<file path="src/rtl/smpq_pkg.sv">
// Shared constants and types of the stable min-first priority queue.
// No dependencies; used by smpq_cell, the top level and the checker.
package smpq_pkg;

  // Field widths fixed by the interface
  localparam int TAG_W     = 24;
  localparam int PRI_W     = 16;
  localparam int STATUS_W  = 2;
  localparam int HELD_W    = 5;

  // Parameter defaults
  localparam int CAPACITY_DEF      = 16;
  localparam int PRIORITY_BITS_DEF = 16;

  // Operation codes
  localparam logic OP_INSERT = 1'b0;
  localparam logic OP_REMOVE = 1'b1;

  // Status codes
  localparam logic [STATUS_W-1:0] ST_OK        = 2'd0;
  localparam logic [STATUS_W-1:0] ST_UNDERFLOW = 2'd1;
  localparam logic [STATUS_W-1:0] ST_OVERFLOW  = 2'd2;

  // Per-cycle command broadcast to every cell
  typedef struct packed {
    logic ins;  // insert that is really applied (queue not full)
    logic rem;  // remove that is really applied (queue not empty)
  } smpq_ctl_t;

endpackage

</file>
<file path="src/rtl/smpq_cell.sv">
// One slot of the sorted queue: holds a tag and a priority and trades them
// with its neighbors on insert (shift toward rear) and remove (toward front).
// Depends on smpq_pkg.
module smpq_cell import smpq_pkg::*; #(
  parameter int PRIORITY_BITS = PRIORITY_BITS_DEF
) (
  input  logic                            clk,
  input  smpq_ctl_t                       ctl,
  input  logic                            occupied,
  input  logic [TAG_W-1:0]                new_tag,
  input  logic signed [PRIORITY_BITS-1:0] new_pri,
  input  logic                            left_after,
  input  logic [TAG_W-1:0]                left_tag,
  input  logic signed [PRIORITY_BITS-1:0] left_pri,
  input  logic [TAG_W-1:0]                right_tag,
  input  logic signed [PRIORITY_BITS-1:0] right_pri,
  output logic [TAG_W-1:0]                tag,
  output logic signed [PRIORITY_BITS-1:0] pri,
  output logic                            after
);

  logic [TAG_W-1:0]                tag_next;
  logic signed [PRIORITY_BITS-1:0] pri_next;

  // New entry goes behind this slot when it holds a lower or equal priority
  assign after = occupied && (pri <= new_pri);

  // Keep, take the new entry, or shift from a neighbor
  always_comb begin
    tag_next = tag;
    pri_next = pri;
    if (ctl.rem) begin
      tag_next = right_tag;
      pri_next = right_pri;
    end else if (ctl.ins && !after) begin
      if (left_after) begin
        tag_next = new_tag;
        pri_next = new_pri;
      end else begin
        tag_next = left_tag;
        pri_next = left_pri;
      end
    end
  end

  // Slot storage, no reset: only slots below the fill count are read
  always_ff @(posedge clk) begin
    if (ctl.ins || ctl.rem) begin
      tag <= tag_next;
      pri <= pri_next;
    end
  end

endmodule

</file>
<file path="src/rtl/stable_min_priority_queue.sv">
// Stable min-first priority queue: top level, a row of smpq_cell slots.
// Depends on smpq_pkg and smpq_cell.
//
// Usage:
//   Input channel (in_valid/in_ready) carries operation, tag, priority_req.
//   operation OP_INSERT places the entry behind every held entry of lower or
//   equal priority; OP_REMOVE takes the front (smallest) entry.
//   Output channel (out_valid/out_ready) returns one result per operation:
//   status, removed entry, head and tail, entries_held and is_empty.
// Output: the result is registered, valid in the cycle after the input
//   transfer. Throughput: one operation per cycle unless the output stalls;
//   every cell compares against the new priority and shifts in the same cycle.
// Stall: in_ready follows the output register; while a result waits for
//   out_ready, no new operation is taken, and the held result stays stable.
// Reset: rst clears the fill count and the output valid flag; slot contents
//   are not cleared and need no clearing pass.
// Full insert is dropped (overflow); empty remove changes nothing (underflow).
module stable_min_priority_queue import smpq_pkg::*; #(
  parameter int CAPACITY      = CAPACITY_DEF,
  parameter int PRIORITY_BITS = PRIORITY_BITS_DEF
) (
  input  logic                    clk,
  input  logic                    rst,
  input  logic                    in_valid,
  output logic                    in_ready,
  input  logic                    operation,
  input  logic [TAG_W-1:0]        tag,
  input  logic signed [PRI_W-1:0] priority_req,
  output logic                    out_valid,
  input  logic                    out_ready,
  output logic [STATUS_W-1:0]     status,
  output logic [TAG_W-1:0]        taken_tag,
  output logic signed [PRI_W-1:0] taken_priority,
  output logic [TAG_W-1:0]        head_tag,
  output logic signed [PRI_W-1:0] head_priority,
  output logic [TAG_W-1:0]        tail_tag,
  output logic signed [PRI_W-1:0] tail_priority,
  output logic [HELD_W-1:0]       entries_held,
  output logic                    is_empty
);

  localparam int CNT_W = $clog2(CAPACITY + 1);
  localparam int PB    = PRIORITY_BITS;

  logic [CNT_W-1:0] count, count_next;
  logic             take, full, empty;
  smpq_ctl_t        ctl;

  logic [PB+PRI_W-1:0]  raw_ext;
  logic signed [PB-1:0] new_pri;

  logic [TAG_W-1:0]     cell_tag [CAPACITY];
  logic signed [PB-1:0] cell_pri [CAPACITY];
  logic [CAPACITY-1:0]  occ, after;
  logic                 rear_new;

  logic [TAG_W-1:0]     rear_tag, rear_tag_next;
  logic signed [PB-1:0] rear_pri, rear_pri_next;

  logic [STATUS_W-1:0]  status_n;
  logic [TAG_W-1:0]     taken_tag_n, head_tag_n, tail_tag_n;
  logic signed [PB-1:0] taken_pri_n, head_pri_n, tail_pri_n;
  logic [PB+PRI_W-1:0]  taken_ext, head_ext, tail_ext;
  logic [CNT_W+HELD_W-1:0] count_ext;

  // Handshake and applied command
  assign in_ready = !out_valid || out_ready;
  assign take     = in_valid && in_ready;
  assign full     = (count == CNT_W'(CAPACITY));
  assign empty    = (count == '0);
  assign ctl.ins  = take && (operation == OP_INSERT) && !full;
  assign ctl.rem  = take && (operation == OP_REMOVE) && !empty;

  // Incoming priority read as PRIORITY_BITS-bit two's complement
  assign raw_ext = (PB + PRI_W)'(unsigned'(priority_req));
  assign new_pri = signed'(raw_ext[PB-1:0]);

  // Row of slots
  for (genvar i = 0; i < CAPACITY; i++) begin : g_cell
    logic                 l_after;
    logic [TAG_W-1:0]     l_tag, r_tag;
    logic signed [PB-1:0] l_pri, r_pri;

    assign occ[i] = (CNT_W'(i) < count);

    if (i == 0) begin : g_first
      assign l_after = 1'b1;
      assign l_tag   = tag;
      assign l_pri   = new_pri;
    end else begin : g_mid
      assign l_after = after[i-1];
      assign l_tag   = cell_tag[i-1];
      assign l_pri   = cell_pri[i-1];
    end

    if (i == CAPACITY - 1) begin : g_last
      assign r_tag = cell_tag[i];
      assign r_pri = cell_pri[i];
    end else begin : g_inner
      assign r_tag = cell_tag[i+1];
      assign r_pri = cell_pri[i+1];
    end

    smpq_cell #(.PRIORITY_BITS(PB)) u_cell (
      .clk        (clk),
      .ctl        (ctl),
      .occupied   (occ[i]),
      .new_tag    (tag),
      .new_pri    (new_pri),
      .left_after (l_after),
      .left_tag   (l_tag),
      .left_pri   (l_pri),
      .right_tag  (r_tag),
      .right_pri  (r_pri),
      .tag        (cell_tag[i]),
      .pri        (cell_pri[i]),
      .after      (after[i])
    );
  end

  // New entry becomes the rear when every held entry goes ahead of it
  assign rear_new = &(after | ~occ);

  // Fill count and rear copy
  always_comb begin
    count_next    = count;
    rear_tag_next = rear_tag;
    rear_pri_next = rear_pri;
    if (ctl.ins) begin
      count_next = count + CNT_W'(1);
      if (rear_new) begin
        rear_tag_next = tag;
        rear_pri_next = new_pri;
      end
    end else if (ctl.rem) begin
      count_next = count - CNT_W'(1);
    end
  end

  always_ff @(posedge clk) begin
    if (rst) begin
      count <= '0;
    end else begin
      count <= count_next;
    end
  end

  always_ff @(posedge clk) begin
    rear_tag <= rear_tag_next;
    rear_pri <= rear_pri_next;
  end

  // Result of the operation, seen after it is applied
  always_comb begin
    status_n    = ST_OK;
    taken_tag_n = '0;
    taken_pri_n = '0;
    head_tag_n  = cell_tag[0];
    head_pri_n  = cell_pri[0];
    tail_tag_n  = rear_tag_next;
    tail_pri_n  = rear_pri_next;
    if (take && (operation == OP_INSERT) && full) begin
      status_n = ST_OVERFLOW;
    end else if (take && (operation == OP_REMOVE) && empty) begin
      status_n = ST_UNDERFLOW;
    end
    if (ctl.rem) begin
      taken_tag_n = cell_tag[0];
      taken_pri_n = cell_pri[0];
      head_tag_n  = cell_tag[1];
      head_pri_n  = cell_pri[1];
    end else if (ctl.ins && !after[0]) begin
      head_tag_n = tag;
      head_pri_n = new_pri;
    end
    if (count_next == '0) begin
      head_tag_n = '0;
      head_pri_n = '0;
      tail_tag_n = '0;
      tail_pri_n = '0;
    end
  end

  // Sign-extend stored priorities, then keep the low field bits
  assign taken_ext = (PB + PRI_W)'(taken_pri_n);
  assign head_ext  = (PB + PRI_W)'(head_pri_n);
  assign tail_ext  = (PB + PRI_W)'(tail_pri_n);
  assign count_ext = (CNT_W + HELD_W)'(count_next);

  // Output register
  always_ff @(posedge clk) begin
    if (rst) begin
      out_valid <= 1'b0;
    end else if (take) begin
      out_valid <= 1'b1;
    end else if (out_ready) begin
      out_valid <= 1'b0;
    end
  end

  always_ff @(posedge clk) begin
    if (take) begin
      status         <= status_n;
      taken_tag      <= taken_tag_n;
      taken_priority <= signed'(taken_ext[PRI_W-1:0]);
      head_tag       <= head_tag_n;
      head_priority  <= signed'(head_ext[PRI_W-1:0]);
      tail_tag       <= tail_tag_n;
      tail_priority  <= signed'(tail_ext[PRI_W-1:0]);
      entries_held   <= count_ext[HELD_W-1:0];
      is_empty       <= (count_next == '0);
    end
  end

endmodule

</file>
<file path="config.mk">
export PLATFORM = sky130hd
export DESIGN_NAME = stable_min_priority_queue
export DESIGN_NICKNAME = d
export VERILOG_FILES = /design/src/rtl/smpq_pkg.sv /design/src/rtl/smpq_cell.sv /design/src/rtl/stable_min_priority_queue.sv
export SDC_FILE = /design/constraint.sdc
export NUM_CORES = 2
export LEC_CHECK = 0
export BUFFER_PORTS_ARGS = -buffer_cell sky130_fd_sc_hd__buf_2
export CORE_ASPECT_RATIO = 1.4
export CORE_UTILIZATION = 38
export DETAILED_ROUTE_END_ITERATION = 6
export MAX_ROUTING_LAYER = met4
export SYNTH_ARGS = -nofsm -noshare
export SYNTH_HDL_FRONTEND = slang
export SYNTH_SLANG_ARGS = --single-unit
</file>
<file path="constraint.sdc">
create_clock -name clk -period 18.6 [get_ports clk]
set_input_delay 2.79 -clock clk [delete_from_list [all_inputs] [get_ports clk]]
set_output_delay 2.79 -clock clk [all_outputs]
set_load 0.02 [all_outputs]
</file>
# After elaboration in Yosys (flattened, before gate mapping)
# Cells that the tools add are included.
[totals]
regBits = 814
output_inout_bits = 130
wordCells = 276
[op_classes]
add_sub_neg = 2
n_lt_le_gt_ge = 32
eq_ne = 1
mux = 99
n_bitwise = 4
reduce_logical = 93
[ops]
columns = ["op", "count"]
rows = [
  ["$mux 24", 47],
  ["$mux 16", 47],
  ["$le 16x16->1", 16],
  ["$lt 4x5->1 const A", 8],
  ["$logic_and 1x1->1", 39],
  ["$reduce_bool 2->1", 15],
  ["$reduce_and 2->1", 14],
  ["$lt 3x5->1 const A", 4],
  ["$logic_not 1->1", 19],
  ["$not 16->16", 1],
  ["$or 16x16->16", 1],
  ["$reduce_and 16->1", 1],
  ["$logic_not 5->1", 2],
  ["$lt 1x5->1 const A", 2],
  ["$lt 2x5->1 const A", 2],
  ["$mux 5", 2],
  ["$add 5x1->5 const B", 1],
  ["$eq 5x5->1 const B", 1],
  ["$sub 5x1->5 const B", 1],
  ["$mux 1", 3],
  ["$reduce_and 3->1", 1],
  ["$logic_or 1x1->1", 2],
  ["$not 1->1", 2],
]

# Logic depth before layout (Yosys ltp)
[depth]
word_depth = 8
ltp_mapped = 14

# Hierarchy
# From an unflattened synthesis, not the netlist that was laid out.
[unflattened]
hier_cells = 4479
hier_area_um2 = 47503.1
[modules_own_cells]
columns = ["mod", "instances", "cells_per_inst", "area_per_inst_um2", "seq_area_each_um2"]
rows = [
  ["smpq_cell (g_cell[0].u_cell ...)", 12, 241, 2488.6, 1201.2],
  ["smpq_cell (g_cell[6].u_cell ...)", 4, 232, 2446.1, 1201.2],
  ["stable_min_priority_queue", 1, 659, 7855.0, 4764.6],
]

# Worst setup path before layout
# Ideal clock, no wire load.
[synth_path]
kind = "in2reg"
from = "input port out_ready"
to = "register g_cell[1].u_cell.pri[0], enable pin"
setup_ps = 493
t_arrival_ps = 10850
slack_ps = 7258
cell_stages = 5
path_cell_list = "nand2b_1 -> and2_1 -> clkbuf_1 -> nand3b_1 -> o21ai_0"
[synth_between]
elab_chain_cells = 7
elab_cells_between_ends = 10
cone_classes = "reduce/logical (10)"
[synth_rtl]
columns = ["item", "line_no", "source"]
rows = [
  ["from (decl)", "stable_min_priority_queue.sv:30", "input logic out_ready,"],
  ["$logic_or 1x1->1 *", "stable_min_priority_queue.sv:67", "assign in_ready = !out_valid || out_ready;"],
  ["$logic_and 1x1->1 *", "stable_min_priority_queue.sv:68", "assign take = in_valid && in_ready;"],
  ["named net take", "stable_min_priority_queue.sv:46", "logic take, full, empty;"],
  ["$logic_and 1x1->1 (2 in a row)", "stable_min_priority_queue.sv:71", "assign ctl.ins = take && (operation == OP_INSERT) && !full;"],
  ["$logic_and 1x1->1", "smpq_cell.sv:35", "end else if (ctl.ins && !after) begin"],
  ["$reduce_bool 2->1 (no source line)", "--", ""],
  ["$reduce_and 2->1 (no source line) *", "--", ""],
  ["to (signal assigned)", "smpq_cell.sv:50", "pri <= pri_next;"],
  ["to (decl)", "smpq_cell.sv:18", "output logic signed [PRIORITY_BITS-1:0] pri,"],
]
# The timed path passes the listed nets; every way through them passes the cells marked *.
# A chain may end at the register's enable or synchronous reset.

# Worst setup path after layout
[layout_path]
from = "input port priority_req[10]"
to = "register tail_tag[8] (data pin)"
[layout_between]
elab_chain_cells = 6
elab_cells_between_ends = 36
cone_classes = "order compare (16); mux (2); bitwise (1); reduce/logical (17)"
[layout_rtl]
columns = ["item", "line_no", "source"]
rows = [
  ["from (decl)", "stable_min_priority_queue.sv:28", "input logic signed [PRI_W-1:0] priority_req,"],
  ["$le 16x16->1", "smpq_cell.sv:26", "assign after = occupied && (pri <= new_pri);"],
  ["$logic_and 1x1->1", "smpq_cell.sv:26", ""],
  ["$or 16x16->16 *", "stable_min_priority_queue.sv:122", "assign rear_new = &(after | ~occ);"],
  ["$reduce_and 16->1 *", "stable_min_priority_queue.sv:122", ""],
  ["$mux 24 *", "stable_min_priority_queue.sv:131", "if (rear_new) begin"],
  ["$mux 24 *", "stable_min_priority_queue.sv:129", "if (ctl.ins) begin"],
  ["to (signal assigned)", "stable_min_priority_queue.sv:208", "tail_tag <= tail_tag_n;"],
  ["to (decl)", "stable_min_priority_queue.sv:36", "output logic [TAG_W-1:0] tail_tag,"],
]
# Mark *: on every way between the ends. The rest lies on a longest branch, timed or not.

==> impl_metrics.yaml <==
critical_path:
  start_kind: "input pin"
  cp_top_family: "compound AO/OA/AOI/OAI gates"
  cp_slowest_cell: "a2111oi_2"
  worst_ep_arrival_time_ns: 7.70
  cp_cell_sequence: "buf_2 > clkinv_1 > buf_4 > ha_1 > nand4_1 > nor4_1 > a21boi_1 > nor2_1 > a221o_1 > a2111oi_2 > o2111ai_4 > buf_4 > o31ai_4 > a21oi_1"
  worst-path-buf-inv: 4
  max_stage_delay_ns: 0.83
  end_kind: "flip-flop"
  reg2reg_slack_ns: 12.97
  worstReg2RegStart: "count[1]"
  worstPathMaxFanout: 33
  r2r_cells: 11
  r2r_end: "g_cell[6].u_cell.tag[5]"
  required_ns: 18.98
  crit_top_cell: "buf_4"
  worst-setup-path-type: "input pin to flip-flop"
finish:
  utilization: 0.429
  syn_to_final_growth_pct: 11.8
  fin_nets: 4488
  seq_area_um2: 24000
  multi_input_area_um2: 20100
  drive_gt1_frac: 0.117
  fill_cells: 11362
yosys:
  synth_cells: 4170
  ys_types: 72
  yosys_register_bits: 814
  yosysWarnings: 0
  syn_nets: 4474
  synth_edf_count: 768
  mappedNetlistArea_um2: 45300
  postSynth.asyncResetShare: 0
  synth_ff_type: "edfxtp_1"
  avgSynthCellArea_um2: 10.9
  seq_area_frac_synth: 0.529
sta:
  max_slew_margin: 0.249
  tightest_slew_ns: 1.13
  fin_crit_sh: 0.394
  finalSetupViolCount: 0
  hold-worst-slack_ns: 0.463
  fmax_mhz: 137
  final_hold_viol_count: 0
  rsz0062_at_grt: "false"
  finClkSkew_ns: 0.0325
  slew_viol_final: 0
  fin_crit_ns: 7.33
  fin_setup_tns_ns: 0
worst_hold_path:
  hold_end: "rear_tag[23]"
  hold_start: "rear_tag[23]"
  hold_path_class: "flip-flop to flip-flop"
  holdPathStages: 2
pwr:
  p_per_area_nw_per_um2: 113
  power.leakage_nw: 18.7
  ir_drop_mv: 0.102
routing:
  drc_errors: 0
  vias: 32322
  ant_nets: 0
  via_per_inst: 5.52
  route.detailed.wl_per_inst_um: 21.4
  drtPass1Iterations: 5
  drtIter0Drc: 2460
  finalWirelength_um: 125000
global_routing:
  overflow: 0
  grt_pass1_vias: 33211
  grt_pass1_wl_um: 194000
  grt_usage: 0.211
  grt_max_degree: 215
  antenna_found_initial: 11
cts:
  numCtsBuffers: 90
  clk_latency_ns: 0.67
  cts_tree: "yes"
  cts_buffer_depth: 3
  hold_buffers: 0
  cts_resized: 0
  postCtsSetupBuffers: 0
  clkSinkCount: 814
  cts_root_buf: "clkbuf_16"
  cts.htree.levels: 3
  clk_pin_slew_ns: 0.06
place:
  dp_hpwl_um: 83400
  io_buffers: 174
  place_congestion: 0.888
run:
  maxCapViolCount: 0
die:
  die_y_um: 411
  core.rowCount: 149
  io_pins: 175
  dieArea_um2: 121000
  die_w_um: 294
  core-area_um2: 118000
  start_util: 0.384
outcome:
  outcome: "finished, final reports clean"
-- layer usage --
metal	vias up	GRT usage	wire, um
met5	-	-	0
met4	0	0.0745	4090
met3	197	0.0221	4680
met2	670	0.368	64800
met1	16047	0.252	51700
li1	15408	-	-
-- area by class of cell --
type / instances / share of cell area
antenna: 8 / 0.000395
clock inverter: 57 / 0.0118
multi-input combinational: 2978 / 0.396
sequential: 814 / 0.473
tap: 1585 / 0.0392
timing repair buffer: 247 / 0.0283
inverter: 53 / 0.00393
clock buffer: 109 / 0.0469
-- where the power goes --
group	internal [W]	total [W]	switching, W
Sequential	0.00244	0.00264	0.000199
Clock	0.00104	0.00183	0.000787
Combinational	0.000440	0.00123	0.000792
Total	0.00392	0.00570	0.00178
-- sequential cells by signal (all words and copies together), names as in the netlist, 2 cells and up --
name               cells
g_cell.u_cell.tag    384
g_cell.u_cell.pri    256
head_tag              24
rear_tag              24
tail_tag              24
taken_tag             24
head_priority         16
rear_pri              16
tail_priority         16
taken_priority        16
count                  5
entries_held           5
status                 2
-- cell usage in the layout (no fill, tap or decap), types with 14 or more instances in the layout --
cell type,netlist,final
edfxtp_1,768,768
nand2_1,710,707
o21ai_0,642,637
mux2i_1,492,492
ha_1,259,259
a21oi_1,245,239
buf_2,38,174
nor2_1,152,149
clkbuf_16,0,90
nand4_1,88,88
and2_1,83,82
buf_4,4,72
dfxtp_1,46,46
o31ai_4,40,41
inv_1,38,37
clkinv_1,15,26
a21o_1,33,26
mux2_2,26,26
clkinv_2,0,23
nand3_1,22,22
nor2b_1,21,21
o211ai_1,15,15
clkbuf_1,263,14
-- logic make-up after synthesis --
group	synth area share
AND/OR/NAND/NOR	0.109
AO/OA/AOI/OAI	0.140
flip-flops	0.529
multiplexers	0.115
buffers and inverters	0.0334
adder cells (fa/ha/maj)	0.0715
XOR/XNOR	0.00116
-- worst min-delay path: cells and delay by family (launching register included) --
kind             cells  cell delay, ns
flip-flops           1            0.32
AO/OA/AOI/OAI        1            0.06
AND/OR/NAND/NOR      1            0.04
-- cells in the mapped netlist, drive strengths merged (42+ instances only) --
library cell	count	share of area
edfxtp	768	0.51
and2	83	0.011
mux2i	492	0.11
nand2	710	0.059
o31ai	42	0.019
clkbuf	263	0.022
dfxtp	46	0.020
nor2	152	0.013
nand4	88	0.012
o21ai	644	0.071
ha	259	0.072
buf	62	0.0072
a21oi	245	0.027
-- per-stage QoR --
step	cell area [um^2]	std cells	worst slack, ns	total power [W]
floorplan	45300	4170	7.26	0.00350
global placement	47700	5677	10.72	0.00388
detailed placement	47700	5677	10.72	0.00391
CTS	50600	5843	11.41	0.00574
global route	50700	5850	11.24	0.00597
finish	50700	5851	11.27	0.00570
-- worst max path at each step --
| stage | slack [ns] | endpoint | startpoint | cells after the start |
|---|---|---|---|---|
| 2_1_floorplan | 7.26 | g_cell[1].u_cell.pri[0] | out_ready | 5 |
| 3_3_place_gp | 10.72 | tail_tag[6] | priority_req[1] | 13 |
| 3_5_place_dp | 10.72 | tail_tag[12] | priority_req[1] | 13 |
| 4_1_cts | 11.41 | tail_tag[8] | priority_req[1] | 13 |
| 5_1_grt | 11.24 | g_cell[12].u_cell.tag[10] | out_ready | 10 |
| 6_report | 11.27 | tail_tag[8] | priority_req[10] | 14 |
(Power assumes the default switching activity.)
